===== src/rtl/lef_pkg.sv =====
// Package: shared types and constants for the 3x3 Laplacian edge filter.
package lef_pkg;

  localparam int unsigned CHAN_W        = 8;
  localparam int unsigned COORD_W       = 10;
  localparam int unsigned CFG_DATA_W    = 11;
  localparam int unsigned CFG_IDX_W     = 1;
  localparam int unsigned DIM_MIN       = 3;
  localparam int unsigned WIDTH_RESET   = 600;
  localparam int unsigned HEIGHT_RESET  = 400;
  localparam int unsigned MAX_WIDTH_DEF  = 1024;
  localparam int unsigned MAX_HEIGHT_DEF = 1024;
  localparam int unsigned NB_SIZE       = 9;
  localparam int unsigned NB_CENTER     = 4;
  localparam int unsigned QUEUE_DEPTH   = 4;
  localparam int unsigned QPTR_W        = $clog2(QUEUE_DEPTH);
  localparam int unsigned QCNT_W        = $clog2(QUEUE_DEPTH + 1);

  typedef enum logic [CFG_IDX_W-1:0] {
    REG_FRAME_WIDTH  = 1'b0,
    REG_FRAME_HEIGHT = 1'b1
  } cfg_reg_e;

  typedef struct packed {
    logic [CHAN_W-1:0] red_in;
    logic [CHAN_W-1:0] green_in;
    logic [CHAN_W-1:0] blue_in;
  } lef_in_t;

  typedef struct packed {
    logic [CHAN_W-1:0]  red_out;
    logic [CHAN_W-1:0]  green_out;
    logic [CHAN_W-1:0]  blue_out;
    logic [COORD_W-1:0] out_col;
    logic [COORD_W-1:0] out_row;
    logic               run_last;
  } lef_out_t;

  typedef struct packed {
    logic [CHAN_W-1:0] red;
    logic [CHAN_W-1:0] green;
    logic [CHAN_W-1:0] blue;
  } pix_t;

  // Which results a pixel causes, in emission order mid, right, bottom.
  typedef struct packed {
    logic mid;     // delayed pixel one row and one column back
    logic filt;    // delayed pixel is interior and gets filtered
    logic right;   // right border pixel of the previous row
    logic bottom;  // bottom border pixel at the current column
  } lef_flags_t;

  // One classified pixel; nb index is column*3 + row, column 0 = c-2, row 0 = r-2.
  typedef struct packed {
    pix_t [NB_SIZE-1:0] nb;
    logic [COORD_W-1:0] col;
    logic [COORD_W-1:0] row;
    lef_flags_t         flags;
  } lef_job_t;

  typedef struct packed {
    logic busy;       // an item is held in the front stage
    logic at_origin;  // next input lands at column 0, row 0
  } lef_front_sts_t;

endpackage


===== src/rtl/lef_queue.sv =====
// Short job queue between the front and back ends.
module lef_queue (
  input  logic                        clk_i,
  input  logic                        rst_ni,
  input  logic                        push_i,
  input  lef_pkg::lef_job_t           push_data_i,
  output logic                        ready_o,
  output logic                        valid_o,
  output lef_pkg::lef_job_t           data_o,
  input  logic                        pop_i,
  output logic [lef_pkg::QCNT_W-1:0]  level_o
);
  import lef_pkg::*;

  lef_job_t          entry_q [QUEUE_DEPTH];
  logic [QPTR_W-1:0] wr_ptr_q, rd_ptr_q;
  logic [QCNT_W-1:0] count_q;
  logic              do_push, do_pop;

  assign ready_o = (count_q != QCNT_W'(QUEUE_DEPTH));
  assign valid_o = (count_q != '0);
  assign do_push = push_i && ready_o;
  assign do_pop  = pop_i && valid_o;
  assign data_o  = entry_q[rd_ptr_q];
  assign level_o = count_q;

  always_ff @(posedge clk_i or negedge rst_ni) begin
    if (!rst_ni) begin
      wr_ptr_q <= '0;
      rd_ptr_q <= '0;
      count_q  <= '0;
    end else begin
      if (do_push) wr_ptr_q <= wr_ptr_q + QPTR_W'(1);
      if (do_pop) rd_ptr_q <= rd_ptr_q + QPTR_W'(1);
      if (do_push && !do_pop) count_q <= count_q + QCNT_W'(1);
      else if (do_pop && !do_push) count_q <= count_q - QCNT_W'(1);
    end
  end

  always_ff @(posedge clk_i) begin
    if (do_push) entry_q[wr_ptr_q] <= push_data_i;
  end

endmodule


===== config.mk =====
export PLATFORM = sky130hd
export DESIGN_NAME = lef_queue
export DESIGN_NICKNAME = d
export VERILOG_FILES = /design/src/rtl/lef_pkg.sv /design/src/rtl/lef_queue.sv
export SDC_FILE = /design/constraint.sdc
export NUM_CORES = 1
export LEC_CHECK = 0
export CAP_MARGIN = 20
export CORE_AREA = 5 5 271 273
export CTS_CLUSTER_SIZE = 25
export DETAILED_ROUTE_END_ITERATION = 10
export DIE_AREA = 0 0 276 278
export DONT_BUFFER_PORTS = 1
export PLACE_DENSITY = 0.75
export SLEW_MARGIN = 10
export SYNTH_ARGS = -nofsm -noshare
export SYNTH_HDL_FRONTEND = slang
export SYNTH_SLANG_ARGS = --single-unit

===== constraint.sdc =====
create_clock -name clk_i -period 7.3 [get_ports clk_i]
set_clock_uncertainty 0.1 [all_clocks]
set_input_delay 0.365 -clock clk_i [delete_from_list [all_inputs] [get_ports clk_i]]
set_output_delay 0.365 -clock clk_i [all_outputs]
set_load 0.03 [all_outputs]

==> results of run 1 <==
## how the worst max path moves through the flow
stage | from | cells after the start | to
2_1_floorplan | level_o[0] | 3 | entry_q[2][0]
3_3_place_gp | level_o[1] | 4 | entry_q[1][126]
3_5_place_dp | level_o[0] | 4 | entry_q[0][125]
4_1_cts | rd_ptr_q[1] | 2 | data_o[127]
5_1_grt | rd_ptr_q[0] | 2 | data_o[137]
6_report | rd_ptr_q[1] | 2 | data_o[136]
## power groups by stage
stage	Sequential (mW)	Combinational, mW	Clock [mW]
floorplan	7.90	4.67	0
global placement	7.76	5.47	0
detailed placement	7.85	5.48	0
CTS	7.77	5.68	4.84
global route	7.86	5.83	5.10
finish	7.78	5.58	4.74
## state kept, by name, summed over array words and instances (netlist names)
signal and cells:
entry_q 960, level_o 3, rd_ptr_q 2, wr_ptr_q 2
## layout by cell type, fill, tap and decap left out
cell type      count
nand2_1            2
and2_4             4
dfrtp_1            5
clkinv_16          4
mux4_2           240
inv_1              3
diode_2            8
ha_1               5
edfxtp_1         960
dfrtp_4            2
inv_6              4
clkinv_2          16
clkbuf_1          20
buf_4              5
xnor2_1            4
fa_1               1
nor2_1             2
clkinv_1          18
clkinv_4           1
clkinvlp_4         1
or3_1              1
nand3_1            1
bufinv_16         10
xor2_1             2
mux2_2             2
clkbuf_16         95
dlygate4sd3_1    244
a21boi_2           1
buf_12             7
## per-stage QoR
stage	instance area, µm²	hold slack [ns]	instances	total power, mW
6_report	41600	0.333	2618	18.1
5_1_grt	41500	0.301	2613	18.8
4_1_cts	41500	0.262	2610	18.3
3_5_place_dp	36000	-0.0304	2197	13.3
3_3_place_gp	36000	-0.0304	2197	13.2
2_1_floorplan	35000	-0.0306	1289	12.6
## area by class of cell
cell class / instances / area share
sequential: 967 / 0.698
multi-input combinational: 265 / 0.136
timing repair buffer: 256 / 0.0630
clock buffer: 115 / 0.0590
tap: 950 / 0.0286
clock inverter: 54 / 0.0149
antenna: 8 / 0.000482
inverter: 3 / 0.000271
## logic make-up (layout without fill, tap and decap cells)
| logic type | count (synthesis) | count (layout) | synth area share |
|---|---|---|---|
| other cells | 0 | 8 | 0 |
| xor+xnor | 6 | 6 | 0.00150 |
| compound gates | 1 | 1 | 0.000321 |
| simple gates | 10 | 10 | 0.00146 |
| buf+inv | 57 | 428 | 0.0116 |
| mux | 242 | 242 | 0.155 |
| fa+ha+maj | 6 | 6 | 0.00236 |
| flops | 967 | 967 | 0.828 |
## layer usage
metal	vias to the layer above	track usage	wire (µm)
li1	6227	-	-
met3	121	0.0596	6250
met4	0	0.0554	2100
met5	-	0	0
met2	650	0.319	37900
met1	7904	0.228	25900
==> flow_metrics.env, run 1 <==
export IMPL_outcome="complete, no violations"
export IMPL_drc=0
export IMPL_setup_slack_ns=3.65
export IMPL_synth_most_common_cell="edfxtp_1"
export IMPL_slew_headroom=0.209
export IMPL_r2r_end="entry_q[1][11]"
export IMPL_wirelength_um=72100
export IMPL_hold_depth=1
export IMPL_powerDensity_nw_per_um2=436
export IMPL_cp_top_family="flip-flops"
export IMPL_ys_seq_area_frac=0.828
export IMPL_reg2reg_slack_ns=3.85
export IMPL_io_buffers=0
export IMPL_p_comb_frac=0.308
export IMPL_row_count=98
export IMPL_synth_edf_count=960
export IMPL_die_h_um=278
export IMPL_synthArstFlopShare=0.00724
export IMPL_dieWidth_um=276
export IMPL_vias=14902
export IMPL_synth_nets=1539
export IMPL_cts_sinks=967
export IMPL_synthCells=1289
export IMPL_cp_start_kind="register"
export IMPL_synth_main_ff_cell="edfxtp_1"
export IMPL_antenna_found_initial=5
export IMPL_grt_pass1_wl_um=107000
export IMPL_synth_largest_area_cell="edfxtp_1"
export IMPL_grt_overflow=0
export IMPL_ctsHoldBuffers=244
export IMPL_p_clk_frac=0.262
export IMPL_period_minus_slack_ns=3.65
export IMPL_wl_per_cell_um=27.6
export IMPL_final_setup_tns_ns=0
export IMPL_post_route_period_util=0.501
export IMPL_ioPinCount=489
export IMPL_ant_nets=0
export IMPL_cp_slowest_stage_delay_ns=1.02
export IMPL_netSwitchingFraction=0.348
export IMPL_tightest_slew_ns=1.19
export IMPL_grt_start_max_net_pins=130
export IMPL_synth_top_cell_area_share=0.823
export IMPL_layout_drive_gt1_share=0.236
export IMPL_r2r_start="level_o[1]"
export IMPL_gp_congestion=0.738
export IMPL_internal_power_mw=11.8
export IMPL_cts_setup_buffers=0
export IMPL_fmax_ghz=0.274
export IMPL_fin_nets=1837
export IMPL_ir_drop_mv=0.457
export IMPL_nFillCells=4820
export IMPL_cts_resized_gates=0
export IMPL_synthTopCellsByArea="edfxtp_1 82%, mux4_2 15%, buf_6 0.68%, dfrtp_1 0.50%, buf_2 0.39%"
export IMPL_cts_clk_slew_worst_paths_ns=0.06
export IMPL_endpoint_kind="output pin"
export IMPL_finalHoldViolCount=0
export IMPL_min_from="push_data_i[235]"
export IMPL_root_buffer="clkbuf_16"
export IMPL_grt_pass1_vias=15980
export IMPL_p_seq_frac=0.430
export IMPL_first_pass_iters=5
export IMPL_crit_fanout=64
export IMPL_maxCapViolations=0
export IMPL_yosysWarningCount=0
export IMPL_synth_cell_type_count=18
export IMPL_die_area_um2=76700
export IMPL_critical_path_arrival_ns=3.19
export IMPL_start_util=0.494
export IMPL_hold_class="in2reg"
export IMPL_rsz0062_at_grt="false"
export IMPL_dp_hpwl_um=39500
export IMPL_core_um2=70900
export IMPL_clock_latency_ns=0.63
export IMPL_critical_path_required_ns=6.84
export IMPL_maxSlewViolCount=0
export IMPL_finalSetupViolations=0
export IMPL_min_to="entry_q[0][235]"
export IMPL_crit_buf_inv=1
export IMPL_p_leak_nw=13.1
export IMPL_synth_seq_cells=967
export IMPL_grt_usage=0.185
export IMPL_pre_cts_ws_ns=4.00
export IMPL_vias_per_cell=5.69
export IMPL_net_switching_power_mw=6.31
export IMPL_r2r_cells=4
export IMPL_cts_max_level=3
export IMPL_crit_chain="buf_4, mux4_2"
export IMPL_syn_to_final_growth_pct=18.6
export IMPL_synth_commonest_cells="960 x edfxtp_1, 240 x mux4_2, 27 x buf_2"
export IMPL_synth_area_um2=35000
export IMPL_cts_buffers=94
export IMPL_path_class="reg2out"
export IMPL_cts_tree="built"
export IMPL_multiInputGateArea_um2=5640
export IMPL_dr_first_iter_drc_count=1555
export IMPL_post_route_util=0.586
export IMPL_seq_area_um2=29000
export IMPL_worst_path_max_delay_cell="dfrtp_4"
export IMPL_cts_max_path_buffers=3
export IMPL_avgSynthCellArea_um2=27.2
No activity file was read; power rests on OpenSTA's default activity.
==> run 2, diff against run 1 <==
Settings changed: PLACE_DENSITY 0.75 to 0.73.
Clock period 7.3 ns to 3.8 ns, I/O delays scaled along.
==> flow_metrics.env, run 2 (synthesis gave the netlist of run 1 again) <==
export IMPL_outcome="complete, no violations"
export IMPL_dr_first_iter_drc_count=1245
export IMPL_regMostFlops="entry_q"
export IMPL_cts_max_level=3
export IMPL_layout_common_cells="960 x edfxtp_1, 244 x dlygate4sd3_1, 240 x mux4_2, 96 x clkbuf_16, 50 x buf_4"
export IMPL_dp_hpwl_um=46800
export IMPL_critical_path_arrival_ns=2.67
export IMPL_powerDensity_nw_per_um2=838
export IMPL_finalHoldViolCount=0
export IMPL_rsz0062_at_grt="false"
export IMPL_row_count=98
export IMPL_cp_start_kind="register"
export IMPL_post_route_period_util=0.778
export IMPL_dieWidth_um=276
export IMPL_cts_tree="built"
export IMPL_io_buffers=0
export IMPL_clock_latency_ns=0.63
export IMPL_slew_headroom=0.383
export IMPL_path_class="reg2out"
export IMPL_fmax_ghz=0.338
export IMPL_maxSlewViolCount=0
export IMPL_largest_reg_flops=960
export IMPL_period_minus_slack_ns=2.96
export IMPL_endpoint_kind="output pin"
export IMPL_r2r_start="level_o[1]"
export IMPL_p_leak_nw=13.5
export IMPL_syn_to_final_growth_pct=20.7
export IMPL_wirelength_um=75000
export IMPL_grt_pass1_wl_um=111000
export IMPL_grt_overflow=0
export IMPL_cts_buffers=95
export IMPL_grt_usage=0.193
export IMPL_core_um2=70900
export IMPL_fin_cells=2687
export IMPL_placed_area_um2=36700
export IMPL_layout_drive_gt1_share=0.270
export IMPL_die_h_um=278
export IMPL_hold_class="in2reg"
export IMPL_maxCapViolations=0
export IMPL_tightest_slew_ns=0.926
export IMPL_wl_per_cell_um=27.9
export IMPL_drc=0
export IMPL_dp_cells=2261
export IMPL_ant_nets=0
export IMPL_root_buffer="clkbuf_16"
export IMPL_layout_commonest_cell="edfxtp_1"
export IMPL_cts_clk_slew_worst_paths_ns=0.06
export IMPL_antenna_found_initial=4
export IMPL_cts_sinks=967
export IMPL_grt_start_max_net_pins=74
export IMPL_start_util=0.494
export IMPL_cts_max_path_buffers=3
export IMPL_post_route_cell_area_um2=42300
export IMPL_critical_path_required_ns=3.51
export IMPL_vias=15358
export IMPL_finalSetupViolations=0
export IMPL_ir_drop_mv=0.624
export IMPL_fin_nets=1902
export IMPL_min_from="push_data_i[202]"
export IMPL_gp_congestion=0.796
export IMPL_crit_fanout=30
export IMPL_die_area_um2=76700
export IMPL_first_pass_iters=5
export IMPL_ioPinCount=489
export IMPL_crit_start="rd_ptr_q[0]"
export IMPL_nFillCells=4790
export IMPL_vias_per_cell=5.72
export IMPL_grt_pass1_vias=16383
export IMPL_cts_setup_buffers=0
-- run 2: critical path, stage by stage, from the launching register on --
cell     delay (ns)
dfrtp_4        0.75
buf_12         0.27
buf_12         0.28
mux4_2         0.68
-- run 2: path summary, 6_finish.rpt --
| path | endpoint | slack [ns] | cells after the start |
|---|---|---|---|
| hold / removal | entry_q[1][202] | 0.15 | 1 |
| setup reg to reg | entry_q[0][145] | 1.03 | 5 |
| max in group asynchronous | rd_ptr_q[1] | 2.95 | 2 |
| hold reg to reg | wr_ptr_q[1] | 0.53 | 1 |
| setup / recovery | data_o[168] | 0.84 | 3 |
| min in group asynchronous | wr_ptr_q[1] | 0.36 | 2 |
-- run 2: through the flow --
stage	hold slack, ns	TNS [ns]	total power [mW]	util	setup slack, ns
after global placement	-0.205	0	26.1	0.518	1.16
final	0.150	0	35.5	0.597	0.844
after CTS	0.0967	0	35.8	0.597	0.708
after detailed placement	-0.205	0	26.3	0.518	1.07
after global routing	0.123	0	36.8	0.597	0.652
after floorplan	-0.206	-672.08	23.8	-	-0.700
-- run 2: what timing repair did --
item / 4_1_cts / 5_1_grt
endpoints found under the hold margin: 974 / 0
gates resized for setup: 0 / 0
hold buffers: 244 / 0
-- run 2: report_power, final --
| group | leakage, nW | total, mW | internal, mW | switching [mW] |
|---|---|---|---|---|
| Clock | 1.51 | 9.15 | 5.24 | 3.91 |
| Sequential | 8.87 | 14.8 | 14.1 | 0.740 |
| Combinational | 3.15 | 11.5 | 3.70 | 7.80 |
| Total | 13.5 | 35.5 | 23.0 | 12.5 |
-- run 2: area by class of cell --
cell class	instances	area, µm²	share of cell area
Antenna cell	4	10.0	0.000237
Clock buffer	112	2470	0.0584
Clock inverter	66	633	0.0150
Inverter	3	11.3	0.000266
Multi-Input combinational cell	265	5640	0.133
Sequential cell	967	29000	0.686
Tap cell	950	1190	0.0281
Timing Repair Buffer	320	3340	0.0789
-- run 2: routing by layer --
layer,part of all wire,global-route usage,vias to the layer above
met1,0.36,0.240,8214
met2,0.53,0.330,663
met3,0.086,0.0588,122
met4,0.027,0.0585,2
li1,-,-,6357
met5,0.000093,0,-
==> run 3, diff against run 2 <==
Settings changed: PLACE_DENSITY 0.73 to 0.75.
Clock period 3.8 ns to 2.6 ns, I/O delays scaled along.
==> flow_metrics.env, run 3 (synthesis gave the netlist of run 1 again) <==
export IMPL_cts_tree="built"
export IMPL_crit_fanout=49
export IMPL_io_buffers=0
export IMPL_ant_nets=0
export IMPL_layout_commonest_cell="edfxtp_1"
export IMPL_cts_buffers=94
export IMPL_grt_pass1_vias=16646
export IMPL_finalSetupViolations=0
export IMPL_maxCapViolations=0
export IMPL_powerDensity_nw_per_um2=1240
export IMPL_syn_to_final_growth_pct=21.9
export IMPL_ioPinCount=489
export IMPL_largest_reg_flops=960
export IMPL_first_pass_iters=5
export IMPL_cp_start_kind="register"
export IMPL_ir_drop_mv=1.16
export IMPL_fin_nets=1921
export IMPL_cts_clk_slew_worst_paths_ns=0.06
export IMPL_die_area_um2=76700
export IMPL_grt_usage=0.198
export IMPL_rsz0062_at_grt="true"
export IMPL_grt_overflow=0
export IMPL_wirelength_um=77800
export IMPL_cts_sinks=967
export IMPL_slew_headroom=0.649
export IMPL_p_leak_nw=13.7
export IMPL_start_util=0.494
export IMPL_pre_cts_ws_ns=0.380
export IMPL_cp_slowest_stage_delay_ns=0.69
export IMPL_dp_hpwl_um=46800
export IMPL_core_um2=70900
export IMPL_vias_per_cell=5.76
export IMPL_setup_slack_ns=0.0747
export IMPL_drc=0
export IMPL_outcome="complete, no violations"
export IMPL_grt_pass1_wl_um=114000
export IMPL_finalHoldViolCount=0
export IMPL_post_route_cell_area_um2=42700
export IMPL_endpoint_kind="output pin"
export IMPL_hold_class="in2reg"
export IMPL_tightest_slew_ns=0.527
export IMPL_gp_congestion=0.768
export IMPL_die_h_um=278
export IMPL_antenna_found_initial=2
export IMPL_path_class="reg2out"
export IMPL_grt_start_max_net_pins=81
export IMPL_reg2reg_slack_ns=0.31
export IMPL_regMostFlops="entry_q"
export IMPL_clock_latency_ns=0.63
export IMPL_cts_max_path_buffers=3
export IMPL_root_buffer="clkbuf_16"
export IMPL_crit_buf_inv=2
export IMPL_nFillCells=4696
export IMPL_layout_drive_gt1_share=0.276
export IMPL_critical_path_required_ns=2.37
export IMPL_period_minus_slack_ns=2.53
export IMPL_placed_area_um2=37000
export IMPL_row_count=98
export IMPL_fmax_ghz=0.396
export IMPL_crit_chain="buf_12, buf_16, mux4_2"
export IMPL_post_route_period_util=0.971
export IMPL_wl_per_cell_um=28.8
export IMPL_layout_common_cells="960 x edfxtp_1, 244 x dlygate4sd3_1, 240 x mux4_2, 96 x clkbuf_16, 56 x buf_4"
export IMPL_dr_first_iter_drc_count=1483
export IMPL_maxSlewViolCount=0
export IMPL_worst_path_max_delay_cell="mux4_2"
export IMPL_critical_path_arrival_ns=2.30
export IMPL_cp_top_family="multiplexers"
export IMPL_cts_max_level=3
export IMPL_vias=15562
export IMPL_dieWidth_um=276
==> run 3: worst register-to-register path, cell delays in order, from the launching register on <==
cell and delay [ns]:
dfrtp_2 0.51, or3_1 0.39, nand2_1 0.14, ha_1 0.20, inv_1 0.06, fa_1 0.37
xor2_1 0.16, nor2_1 0.12, xor2_1 0.15
==> run 3: worst paths after layout <==
kind                                   end        startpoint  cells past startpoint
setup / recovery               data_o[128]       rd_ptr_q[0]                      3
hold / removal             entry_q[3][214]  push_data_i[214]                      1
setup reg to reg                level_o[2]        level_o[2]                      8
hold reg to reg                wr_ptr_q[1]       wr_ptr_q[1]                      1
max in group asynchronous      rd_ptr_q[0]            rst_ni                      2
min in group asynchronous       level_o[0]            rst_ni                      2
==> run 3: metrics by stage <==
stage / std cells / power (mW) / setup TNS, ns / utilization / hold WS [ns]
after CTS: 2696 / 53.3 / -0.0683 / 0.602 / 0.0194
after detailed placement: 2275 / 38.8 / 0 / 0.522 / -0.265
after global routing: 2698 / 54.8 / -1.95 / 0.602 / 0.0785
final: 2703 / 52.8 / 0 / 0.602 / 0.104
after global placement: 2275 / 38.5 / 0 / 0.522 / -0.265
after floorplan: 1289 / 34.7 / -428.08 / - / -0.266
==> run 3: cell type report <==
class / count / area, µm² / share of cell area
flip-flops and latches: 967 / 29000 / 0.680
multi-input cells: 265 / 5650 / 0.132
well taps: 950 / 1190 / 0.0278
clock buffers: 119 / 2500 / 0.0585
repair buffers: 340 / 3680 / 0.0862
clock inverters: 53 / 634 / 0.0149
diodes: 6 / 15.0 / 0.000352
inverters: 3 / 11.3 / 0.000264
==> run 3: routing by layer <==
layer,up-vias,part of all wire,global-route usage,routed length (µm)
met3,145,0.083,0.0574,6470
met4,2,0.033,0.0645,2600
met1,8271,0.35,0.237,26900
met2,752,0.54,0.351,41800
met5,-,0.00017,0,13
li1,6392,-,-,-
==> run 3: what timing repair did <==
item                       4_1_cts  5_1_grt
gates cloned                     0        1
setup endpoints to repair      175       79
hold buffers                   244        0
pin swaps                        0        0
hold endpoints to repair       981        0
setup buffers                    5        0
resized for setup                2        2
==> run 3: power breakdown <==
group	total, mW	leakage (nW)	switching (mW)	internal (mW)
logic	17.8	3.32	11.9	5.84
clock network	13.7	1.51	5.67	8.04
registers	21.4	8.87	0.812	20.6
