**src/rtl/lef_pkg.sv**
```systemverilog
// Package: shared types and constants for the 3x3 Laplacian edge filter.
package lef_pkg;

  localparam int unsigned CHAN_W        = 8;
  localparam int unsigned COORD_W       = 10;
  localparam int unsigned CFG_DATA_W    = 11;
  localparam int unsigned CFG_IDX_W     = 1;
  localparam int unsigned DIM_MIN       = 3;
  localparam int unsigned WIDTH_RESET   = 600;
  localparam int unsigned HEIGHT_RESET  = 400;
  localparam int unsigned MAX_WIDTH_DEF  = 1024;
  localparam int unsigned MAX_HEIGHT_DEF = 1024;
  localparam int unsigned NB_SIZE       = 9;
  localparam int unsigned NB_CENTER     = 4;
  localparam int unsigned QUEUE_DEPTH   = 4;
  localparam int unsigned QPTR_W        = $clog2(QUEUE_DEPTH);
  localparam int unsigned QCNT_W        = $clog2(QUEUE_DEPTH + 1);

  typedef enum logic [CFG_IDX_W-1:0] {
    REG_FRAME_WIDTH  = 1'b0,
    REG_FRAME_HEIGHT = 1'b1
  } cfg_reg_e;

  typedef struct packed {
    logic [CHAN_W-1:0] red_in;
    logic [CHAN_W-1:0] green_in;
    logic [CHAN_W-1:0] blue_in;
  } lef_in_t;

  typedef struct packed {
    logic [CHAN_W-1:0]  red_out;
    logic [CHAN_W-1:0]  green_out;
    logic [CHAN_W-1:0]  blue_out;
    logic [COORD_W-1:0] out_col;
    logic [COORD_W-1:0] out_row;
    logic               run_last;
  } lef_out_t;

  typedef struct packed {
    logic [CHAN_W-1:0] red;
    logic [CHAN_W-1:0] green;
    logic [CHAN_W-1:0] blue;
  } pix_t;

  // Which results a pixel causes, in emission order mid, right, bottom.
  typedef struct packed {
    logic mid;     // delayed pixel one row and one column back
    logic filt;    // delayed pixel is interior and gets filtered
    logic right;   // right border pixel of the previous row
    logic bottom;  // bottom border pixel at the current column
  } lef_flags_t;

  // One classified pixel; nb index is column*3 + row, column 0 = c-2, row 0 = r-2.
  typedef struct packed {
    pix_t [NB_SIZE-1:0] nb;
    logic [COORD_W-1:0] col;
    logic [COORD_W-1:0] row;
    lef_flags_t         flags;
  } lef_job_t;

  typedef struct packed {
    logic busy;       // an item is held in the front stage
    logic at_origin;  // next input lands at column 0, row 0
  } lef_front_sts_t;

endpackage

```
**src/rtl/lef_back.sv**
```systemverilog
// Back end: neighbor sums, clamp, and emission of up to three results per job.
module lef_back (
  input  logic                clk_i,
  input  logic                rst_ni,
  input  logic                job_valid_i,
  input  lef_pkg::lef_job_t   job_i,
  output logic                job_pop_o,
  output logic                out_valid_o,
  input  logic                out_stall_i,
  output lef_pkg::lef_out_t   out_data_o
);
  import lef_pkg::*;

  localparam int unsigned SUM_W  = CHAN_W + 3;
  localparam int unsigned DIFF_W = CHAN_W + 4;

  // Clamp 8*center - neighbor sum to 0..255.
  function automatic logic [CHAN_W-1:0] lap_clamp(input logic [CHAN_W-1:0] ctr,
                                                  input logic [SUM_W-1:0]  nsum);
    logic signed [DIFF_W-1:0] diff;
    logic [CHAN_W-1:0]        res;
    diff = $signed({1'b0, ctr, 3'b000}) - $signed({1'b0, nsum});
    if (diff[DIFF_W-1]) res = '0;
    else if (diff > DIFF_W'(255)) res = '1;
    else res = diff[CHAN_W-1:0];
    return res;
  endfunction

  logic [SUM_W-1:0]   nsum_now [3];
  logic               x_valid_q;
  pix_t               x_ctr_q;
  logic [SUM_W-1:0]   x_nsum_q [3];
  logic [COORD_W-1:0] x_col_q, x_row_q;
  lef_flags_t         x_flags_q;

  logic               y_valid_q;
  pix_t               y_pix_q, y_pix_d;
  logic [COORD_W-1:0] y_col_q, y_row_q;
  logic [2:0]         y_pend_q, y_rest, y_sel;

  logic     out_valid_q, out_ready, emit, y_done, y_free, x_adv, x_free;
  lef_out_t out_q, out_d;

  // Neighbor sums per channel; channel k sits at bits 8k+7:8k.
  always_comb begin
    for (int k = 0; k < 3; k++) begin
      nsum_now[k] = '0;
      for (int i = 0; i < NB_SIZE; i++) begin
        if (i != NB_CENTER) nsum_now[k] = nsum_now[k] + SUM_W'(job_i.nb[i][CHAN_W*k +: CHAN_W]);
      end
    end
  end

  always_comb begin
    y_pix_d.blue  = lap_clamp(x_ctr_q.blue,  x_nsum_q[0]);
    y_pix_d.green = lap_clamp(x_ctr_q.green, x_nsum_q[1]);
    y_pix_d.red   = lap_clamp(x_ctr_q.red,   x_nsum_q[2]);
    if (!x_flags_q.filt) y_pix_d = '0;
  end

  // Pick the earliest pending result: mid, then right, then bottom.
  always_comb begin
    if (y_pend_q[0]) y_sel = 3'b001;
    else if (y_pend_q[1]) y_sel = 3'b010;
    else y_sel = 3'b100;
    y_rest = y_pend_q & ~y_sel;
  end

  assign out_ready = !out_valid_q || !out_stall_i;
  assign emit      = y_valid_q && out_ready;
  assign y_done    = emit && (y_rest == '0);
  assign y_free    = !y_valid_q || y_done;
  assign x_adv     = x_valid_q && y_free;
  assign x_free    = !x_valid_q || x_adv;
  assign job_pop_o = job_valid_i && x_free;

  always_comb begin
    out_d.red_out   = '0;
    out_d.green_out = '0;
    out_d.blue_out  = '0;
    out_d.out_col   = y_col_q;
    out_d.out_row   = y_row_q;
    out_d.run_last  = (y_rest == '0);
    if (y_sel[0]) begin
      out_d.red_out   = y_pix_q.red;
      out_d.green_out = y_pix_q.green;
      out_d.blue_out  = y_pix_q.blue;
      out_d.out_col   = y_col_q - COORD_W'(1);
      out_d.out_row   = y_row_q - COORD_W'(1);
    end else if (y_sel[1]) begin
      out_d.out_row   = y_row_q - COORD_W'(1);
    end
  end

  always_ff @(posedge clk_i or negedge rst_ni) begin
    if (!rst_ni) begin
      x_valid_q   <= 1'b0;
      y_valid_q   <= 1'b0;
      y_pend_q    <= '0;
      out_valid_q <= 1'b0;
    end else begin
      if (job_pop_o) x_valid_q <= 1'b1;
      else if (x_adv) x_valid_q <= 1'b0;
      if (x_adv) begin
        y_valid_q <= 1'b1;
        y_pend_q  <= {x_flags_q.bottom, x_flags_q.right, x_flags_q.mid};
      end else if (emit) begin
        y_valid_q <= !y_done;
        y_pend_q  <= y_rest;
      end
      if (emit) out_valid_q <= 1'b1;
      else if (!out_stall_i) out_valid_q <= 1'b0;
    end
  end

  always_ff @(posedge clk_i) begin
    if (job_pop_o) begin
      x_ctr_q   <= job_i.nb[NB_CENTER];
      x_col_q   <= job_i.col;
      x_row_q   <= job_i.row;
      x_flags_q <= job_i.flags;
      for (int k = 0; k < 3; k++) x_nsum_q[k] <= nsum_now[k];
    end
    if (x_adv) begin
      y_pix_q <= y_pix_d;
      y_col_q <= x_col_q;
      y_row_q <= x_row_q;
    end
    if (emit) out_q <= out_d;
  end

  assign out_valid_o = out_valid_q;
  assign out_data_o  = out_q;

endmodule

```
**config.mk**
```make
export PLATFORM = sky130hd
export DESIGN_NAME = lef_back
export DESIGN_NICKNAME = d
export VERILOG_FILES = /design/src/rtl/lef_pkg.sv /design/src/rtl/lef_back.sv
export SDC_FILE = /design/constraint.sdc
export NUM_CORES = 1
export LEC_CHECK = 0
export BUFFER_PORTS_ARGS = -buffer_cell sky130_fd_sc_hd__clkbuf_2
export CAP_MARGIN = 10
export CORE_MARGIN = 5
export CORE_UTILIZATION = 59
export DETAILED_ROUTE_END_ITERATION = 8
export PLACE_DENSITY = 0.87
export SLEW_MARGIN = 40
export SYNTH_ARGS = -nofsm -noshare
export SYNTH_HDL_FRONTEND = slang
export SYNTH_SLANG_ARGS = --single-unit
```
**constraint.sdc**
```tcl
create_clock -name clk_i -period 11.59 [get_ports clk_i]
set_input_delay 1.7385 -clock clk_i [delete_from_list [all_inputs] [get_ports clk_i]]
set_output_delay 1.7385 -clock clk_i [all_outputs]
set_load 0.005 [all_outputs]
```
==> metrics.yaml, run 1 <==
timing:
  fin_setup_tns_ns: 0
  finalCriticalPeriod_ns: 5.53
  max_slew_margin_pct: 49.2
  setup_viol: 0
  worst_pin_slew_ns: 0.761
  finalClockSkew_ns: 0.0113
  report.final.hold_viol_count: 0
  fmax_mhz: 181
  rsz0062_at_grt: "no"
  finalCritPeriodShare_pct: 47.7
  drv_slew: 0
floorplan:
  io_pins: 291
  core_area_um2: 20400
  fp.dieH_um: 154
  start_util_pct: 60.2
  dieArea_um2: 23700
  placementRows: 52
  die_w_um: 154
grt:
  grt_pass1_vias: 8872
  grt_max_degree: 82
  gr-total-overflow: 0
  grt_pass1_wl_um: 40100
  grt_antenna_before_repair: 0
  grt_usage_pct: 21.1
clock_tree:
  root_buffer: "clkbuf_16"
  postCtsSetupBuffers: 0
  htree_levels: 4
  holdBufCountCts: 0
  cts_buffers: 17
  cts_tree: "built"
  cts_resized: 0
  clk_pin_slew_ns: 0.07
  clock-sinks: 176
  cts_buffer_depth: 2
  clock_latency_ns: 0.43
layout:
  fin_cells: 1649
  areaGrowthSynthToFinish_pct: 19.2
  final_cell_area_um2: 14600
  fin_nets: 1812
  drive_gt1_share_pct: 24.2
logic_synthesis:
  synth_edf_count: 170
  synth.avg_cell_area_um2: 11.6
  synth_area_um2: 12300
  syn-num-nets: 1505
  yosysTopAreaCellShare_pct: 41.7
  synth.area.top_cells: "edfxtp_1 42%, fa_1 23%, inv_1 11%"
  synth_warnings: 0
  yosysUniqueCellTypes: 53
  yosys.area.top_type: "edfxtp_1"
  ys_seq_area_share_pct: 42.9
  syn_inst: 1058
  async_reset_ff_share_pct: 3.41
  ys_ff_latch: 176
  synth-main-ff-cell: "edfxtp_1"
worst_setup_path:
  path_cells: "clkbuf_2 > inv_1 > fa_1 > inv_1 > fa_1 > fa_1 > inv_1 > fa_1 > inv_1 > ha_1 > fa_1 > a21o_1 > a21oi_1 > o21bai_1 > a21oi_1 > o21ai_0"
  worstPathArrival_ns: 5.69
  crit_type: "in -> reg"
  crit_fanout: 2
  critical-path-max-stage-delay_ns: 0.56
  r2r_cells: 6
  setup.worst_path.end_class: "flip-flop"
  path_common_cell: "fa_1"
  critPathLaunchType: "input port"
  reg2reg_setup_slack_ns: 8.56
  critPathCapture: "x_nsum_q[0][32]"
  crit_path_top_delay_cell: "fa_1"
  crit_start: "job_i[42]"
  worstReg2RegEnd: "x_nsum_q[0][26]"
  worst_r2r_startpoint: "y_pend_q[0]"
  critPathRequiredTime_ns: 11.75
pwr:
  seqPwrFrac_pct: 32.8
  p_int_w: 0.00218
  switching_share_pct: 39.0
  peakVddDrop_uv: 123
  cellLeakagePower_nw: 7.41
  switchingPower_w: 0.00139
  power_density_nw_per_um2: 245
  p_comb_share_pct: 52.1
  power_frac_clock_pct: 15.0
detailed_routing:
  wl_um: 23800
  drtIter0Drc: 409
  ant_nets: 0
  via_count: 8055
  routed_via_density: 4.88
  drc: 0
  drtPass1Iterations: 7
  wire_per_inst_um: 14.5
hold_path:
  hp-class: "reg -> reg"
outcome:
  status: "finished clean"
place:
  globalplace.congestion: 0.812
  place_inst: 1616
  port_buffers: 290
  place.detailed.hpwl_um: 19900
  dpl_cell_area_um2: 14000
flow_run:
  drv_cap: 0
==> stage by stage <==
stage	util (%)	setup slack, ns	hold WS (ns)	power (W)
6_report	71.7	6.06	0.414	0.00358
5_1_grt	71.7	5.88	0.422	0.00393
4_1_cts	71.7	6.06	0.417	0.00361
3_5_place_dp	69.0	5.65	0.405	0.00305
3_3_place_gp	68.9	5.81	0.400	0.00294
2_1_floorplan	-	5.52	0.400	0.00259
==> power groups by stage <==
| stage | Clock (W) | Sequential, W | Combinational, W |
|---|---|---|---|
| 3_5_place_dp | 0 | 0.00119 | 0.00186 |
| 6_report | 0.000538 | 0.00118 | 0.00187 |
| 5_1_grt | 0.000577 | 0.00120 | 0.00215 |
| 2_1_floorplan | 0 | 0.00117 | 0.00143 |
| 3_3_place_gp | 0 | 0.00118 | 0.00177 |
| 4_1_cts | 0.000547 | 0.00118 | 0.00189 |
==> per-layer routing <==
layer  wire [um]  vias up  global-route usage [%]
li1            -     3898                       -
met1        8860     3827                    24.9
met2       12600      282                    37.6
met3        1740       48                    5.37
met4         626        0                    7.32
met5           0        -                       0
==> state kept, by name, indices dropped and copies added, names as in the netlist, 10 cells and up <==
name,cells
x_nsum_q,33
y_col_q,10
y_pix_q,24
x_col_q,10
x_ctr_q,24
y_row_q,10
out_data_o,45
x_row_q,10
==> layout by cell type, fill, tap and decap left out, types with 4 or more instances in the layout <==
cell type and n:
clkinvlp_4 4, nor3_1 15, xnor2_1 33, o21ai_1 4, clkbuf_2 290, fa_1 141
dfrtp_1 5, inv_1 357, nand2b_1 6, a21oi_1 39, or3_1 4, inv_8 5
nand3b_1 4, xor2_1 23, and2_1 25, o21ai_0 21, nand3_1 7, nor2_1 26
a21o_1 14, o41ai_1 4, nand2_1 34, edfxtp_1 170, ha_1 62, clkbuf_16 17
o21a_1 13
==> worst min path at each step <==
stage,end,from,cells past startpoint
2_1_floorplan,y_col_q[0],x_col_q[0],0
3_3_place_gp,y_col_q[9],x_col_q[9],0
3_5_place_dp,y_col_q[2],x_col_q[2],0
4_1_cts,y_col_q[1],x_col_q[1],0
5_1_grt,y_col_q[2],x_col_q[2],0
6_report,y_row_q[0],x_row_q[0],0
==> final cells by class <==
| type | instances | area, um^2 |
|---|---|---|
| sequential | 176 | 5260 |
| antenna | 1 | 2.50 |
| tap | 270 | 338 |
| timing repair buffer | 291 | 1460 |
| clock buffer | 18 | 429 |
| inverter | 359 | 1350 |
| clock inverter | 14 | 125 |
| fill | 1373 | 5760 |
| multi-input combinational | 520 | 5640 |
==> cells in the mapped netlist, types with 3 or more instances <==
cell / number
nand3b_1: 4
o21ai_1: 4
nand3_1: 7
inv_1: 359
dfrtp_1: 6
o41ai_1: 4
fa_1: 141
and2_1: 26
o21a_1: 13
nand2_1: 34
xnor2_1: 33
nor4_1: 3
or3_1: 4
xor2_1: 23
ha_1: 62
clkbuf_1: 3
a21oi_1: 39
o21ai_0: 21
nor3_1: 15
edfxtp_1: 170
a21o_1: 14
nand2b_1: 6
nor2_1: 26
==> critical path: cells and delay by family <==
family          cells  cell delay [ns]
fa+ha+maj           6             2.81
compound gates      5             0.85
buf+inv             5             0.29
==> logic make-up after synthesis <==
family                   synth area share, %
buffers and inverters                   11.1
multiplexers                           0.286
AO/OA/AOI/OAI                           6.55
adder cells (fa/ha/maj)                 29.5
XOR/XNOR                                4.00
AND/OR/NAND/NOR                         5.72
flip-flops                              42.9
(Power assumes the default switching activity.)
==> run 2: changes to the inputs <==
--- a/config.mk
+++ b/config.mk
@@ -5,12 +5,13 @@
 export SDC_FILE = /design/constraint.sdc
 export NUM_CORES = 1
 export LEC_CHECK = 0
+export ABC_AREA = 1
 export BUFFER_PORTS_ARGS = -buffer_cell sky130_fd_sc_hd__clkbuf_2
 export CAP_MARGIN = 10
 export CORE_MARGIN = 5
-export CORE_UTILIZATION = 59
+export CORE_UTILIZATION = 50
 export DETAILED_ROUTE_END_ITERATION = 8
-export PLACE_DENSITY = 0.87
+export PLACE_DENSITY = 0.78
 export SLEW_MARGIN = 40
 export SYNTH_ARGS = -nofsm -noshare
 export SYNTH_HDL_FRONTEND = slang
==> constraint.sdc (replaced) <==
create_clock -name clk_i -period 4.97 [get_ports clk_i]
set_input_delay 0.7455 -clock clk_i [delete_from_list [all_inputs] [get_ports clk_i]]
set_output_delay 0.7455 -clock clk_i [all_outputs]
set_load 0.005 [all_outputs]
==> run 2 against run 1 <==
Effect of this change:
- combinational power grew 150%
- global-route usage shrank 4.3 points
- final area grew 3.0%
- core utilization shrank 11 points
- sequential cell count is the same
- setup slack lost 5.4 ns
- power grew 140%
- sequential power grew 140%
- sequential share of layout area shrank 1.1 points
==> metrics.yaml, run 2 <==
worst_setup_path:
  reg2reg_setup_slack_ns: 2.27  # was 8.56 ns
  critPathLaunchType: "input port"  # unchanged
  crit_type: "in -> reg"  # unchanged
  crit_fanout: 2  # unchanged
  worstPathArrival_ns: 4.53  # was 5.69 ns
  setup.worst_path.end_class: "flip-flop"  # unchanged
  critPathRequiredTime_ns: 5.15  # was 11.75 ns
layout:
  final_common_cell: "inv_1"  # unchanged
  fin_nets: 1967  # was 1,812
  drive_gt1_share_pct: 23.4  # was 24.2%
  antennaDiodeCount: 0  # was 1
  areaGrowthSynthToFinish_pct: 19.4  # was 19.2%
  largest_reg_flops: 45  # unchanged
  final_cell_mix: "438 x inv_1, 290 x clkbuf_2, 170 x edfxtp_1, 148 x nand2_1, 141 x fa_1"  # was 357 x inv_1, 290 x clkbuf_2, 170 x edfxtp_1, 141 x fa_1, 62 x ha_1
  final_cell_area_um2: 15000  # was 14,600 um^2
logic_synthesis:
  yosysTopAreaCellShare_pct: 40.5  # was 41.7%
  synth.area.top_cells: "edfxtp_1 41%, fa_1 22%, inv_1 13%"  # was edfxtp_1 42%, fa_1 23%, inv_1 11%
  ys_ff_latch: 176  # unchanged
  yosys.area.top_type: "edfxtp_1"  # unchanged
  yosysUniqueCellTypes: 34  # was 53
  synth.avg_cell_area_um2: 10.4  # was 11.6 um^2
  synth_area_um2: 12600  # was 12,300 um^2
  synth_most_common_cell: "inv_1"  # unchanged
  async_reset_ff_share_pct: 3.41  # unchanged
  synth-main-ff-cell: "edfxtp_1"  # unchanged
  synthTopCellsByCount: "440 x inv_1, 170 x edfxtp_1, 148 x nand2_1"  # was 359 x inv_1, 170 x edfxtp_1, 141 x fa_1
  synth_warnings: 0  # unchanged
  ys_seq_area_share_pct: 41.7  # was 42.9%
  syn_inst: 1212  # was 1,058
  syn-num-nets: 1659  # was 1,505
  synth_edf_count: 170  # unchanged
timing:
  fin_setup_tns_ns: 0  # unchanged
  max_slew_margin_pct: 49.8  # was 49.2%
  report.final.hold_viol_count: 0  # unchanged
  finalClockSkew_ns: 0.0108  # was 0.0113 ns
  setup_viol: 0  # unchanged
  drv_slew: 0  # unchanged
  rsz0062_at_grt: "no"  # unchanged
  worst_pin_slew_ns: 0.752  # was 0.761 ns
  finalCritPeriodShare_pct: 87.5
  fmax_mhz: 230
  finalCriticalPeriod_ns: 4.35
hold_path:
  hp-class: "in -> async"  # was reg -> reg
pwr:
  peakVddDrop_uv: 446  # was 123 uV
  cellLeakagePower_nw: 8.08  # was 7.41 nW
  power_density_nw_per_um2: 581  # was 245 nW/um^2
flow_run:
  drv_cap: 0  # unchanged
grt:
  grt_antenna_before_repair: 1  # was 0
  grt_pass1_wl_um: 39100  # was 40,100 um
  grt_pass1_vias: 8813  # was 8,872
  gr-total-overflow: 0  # unchanged
  grt_max_degree: 48  # was 82
  grt_usage_pct: 16.8  # was 21.1%
detailed_routing:
  drtPass1Iterations: 5  # was 7
  wl_um: 23000  # was 23,800 um
  routed_via_density: 4.50  # was 4.88
  wire_per_inst_um: 12.3  # was 14.5 um
  via_count: 8376  # was 8,055
  ant_nets: 0  # unchanged
  drc: 0  # unchanged
  drtIter0Drc: 424  # was 409
clock_tree:
  clock-sinks: 176  # unchanged
  cts_resized: 0  # unchanged
  postCtsSetupBuffers: 0  # unchanged
  cts_tree: "built"  # unchanged
  holdBufCountCts: 0  # unchanged
  cts_buffers: 17  # unchanged
  clock_latency_ns: 0.42  # was 0.43 ns
  root_buffer: "clkbuf_16"  # unchanged
  htree_levels: 4  # unchanged
  clk_pin_slew_ns: 0.07  # about the same
  cts_buffer_depth: 2  # unchanged
place:
  place.detailed.hpwl_um: 19700  # was 19,900 um
  globalplace.congestion: 0.835  # was 0.812
  port_buffers: 290  # unchanged
  dpl_cell_area_um2: 14500  # was 14,000 um^2
outcome:
  status: "finished clean"  # unchanged
floorplan:
  start_util_pct: 50.5  # was 60.2%
  placementRows: 58  # was 52
  fp.dieH_um: 169  # was 154 um
  dieArea_um2: 28500  # was 23,700 um^2
  die_w_um: 169  # was 154 um
  core_area_um2: 25000  # was 20,400 um^2
  io_pins: 291  # unchanged
## run 2: layout make-up
| class | instances | area [um^2] |
|---|---|---|
| clock inverter | 15 | 149 |
| timing repair buffer | 292 | 1470 |
| inverter | 443 | 1670 |
| fill | 2060 | 9920 |
| clock buffer | 17 | 425 |
| multi-input combinational | 590 | 5660 |
| tap | 330 | 413 |
| sequential | 176 | 5260 |
## run 2: logic make-up (layout without fill, tap and decap cells)
logic type / count (synthesis) / in the layout / synth area share (%)
compound gates: 87 / 87 / 3.98
buf+inv: 446 / 767 / 13.3
simple gates: 249 / 249 / 8.87
fa+ha+maj: 203 / 203 / 28.6
xor+xnor: 51 / 51 / 3.54
flops: 176 / 176 / 41.7
## run 2: layer usage
| metal | global-route usage [%] | up-vias | wire (um) |
|---|---|---|---|
| li1 | - | 4230 | - |
| met1 | 21.1 | 3886 | 9560 |
| met2 | 29.8 | 229 | 11600 |
| met3 | 3.53 | 29 | 1410 |
| met4 | 4.20 | 2 | 364 |
| met5 | 0 | - | 13 |
## run 2: power breakdown
| part | switching (W) | internal [W] | total [W] | leakage (nW) |
|---|---|---|---|---|
| clock network | 0.000604 | 0.000668 | 0.00127 | 0.281 |
| registers | 0.000219 | 0.00264 | 0.00286 | 1.73 |
| logic | 0.00280 | 0.00182 | 0.00462 | 6.07 |
| total | 0.00362 | 0.00513 | 0.00875 | 8.08 |
## run 2: worst paths after layout
check,from,endpoint,cells after the start
setup / recovery,job_i[26],x_nsum_q[0][10],19
hold / removal,rst_ni,y_pend_q[2],1
setup reg to reg,y_pend_q[0],x_ctr_q[11],9
hold reg to reg,x_col_q[8],y_col_q[8],0
max in group asynchronous,rst_ni,x_valid_q,1
min in group clk_i,x_col_q[8],y_col_q[8],0
## run 2: critical path, cell delays in order
cell and delay, ns:
clkbuf_2 0.08, inv_1 0.04, fa_1 0.54, inv_1 0.06, fa_1 0.50, fa_1 0.54, inv_1 0.05, fa_1 0.53
inv_1 0.04, ha_1 0.22, fa_1 0.41, nand3_1 0.11, nand2_1 0.08, nand2_1 0.07, nand2_1 0.05, a21oi_1 0.19
nor2_1 0.06, o21ai_0 0.14, nand2_1 0.06
## run 2: stage by stage
step / worst slack, ns / util, % / instances / hold slack, ns / total power (W)
floorplan: 0.462 / - / 1212 / 0.400 / 0.00636
global placement: 0.234 / 57.9 / 1831 / 0.401 / 0.00735
detailed placement: 0.172 / 58.0 / 1831 / 0.407 / 0.00753
CTS: 0.623 / 60.3 / 1863 / 0.123 / 0.00885
global route: 0.420 / 60.3 / 1863 / 0.140 / 0.00967
finish: 0.622 / 60.3 / 1863 / 0.140 / 0.00875
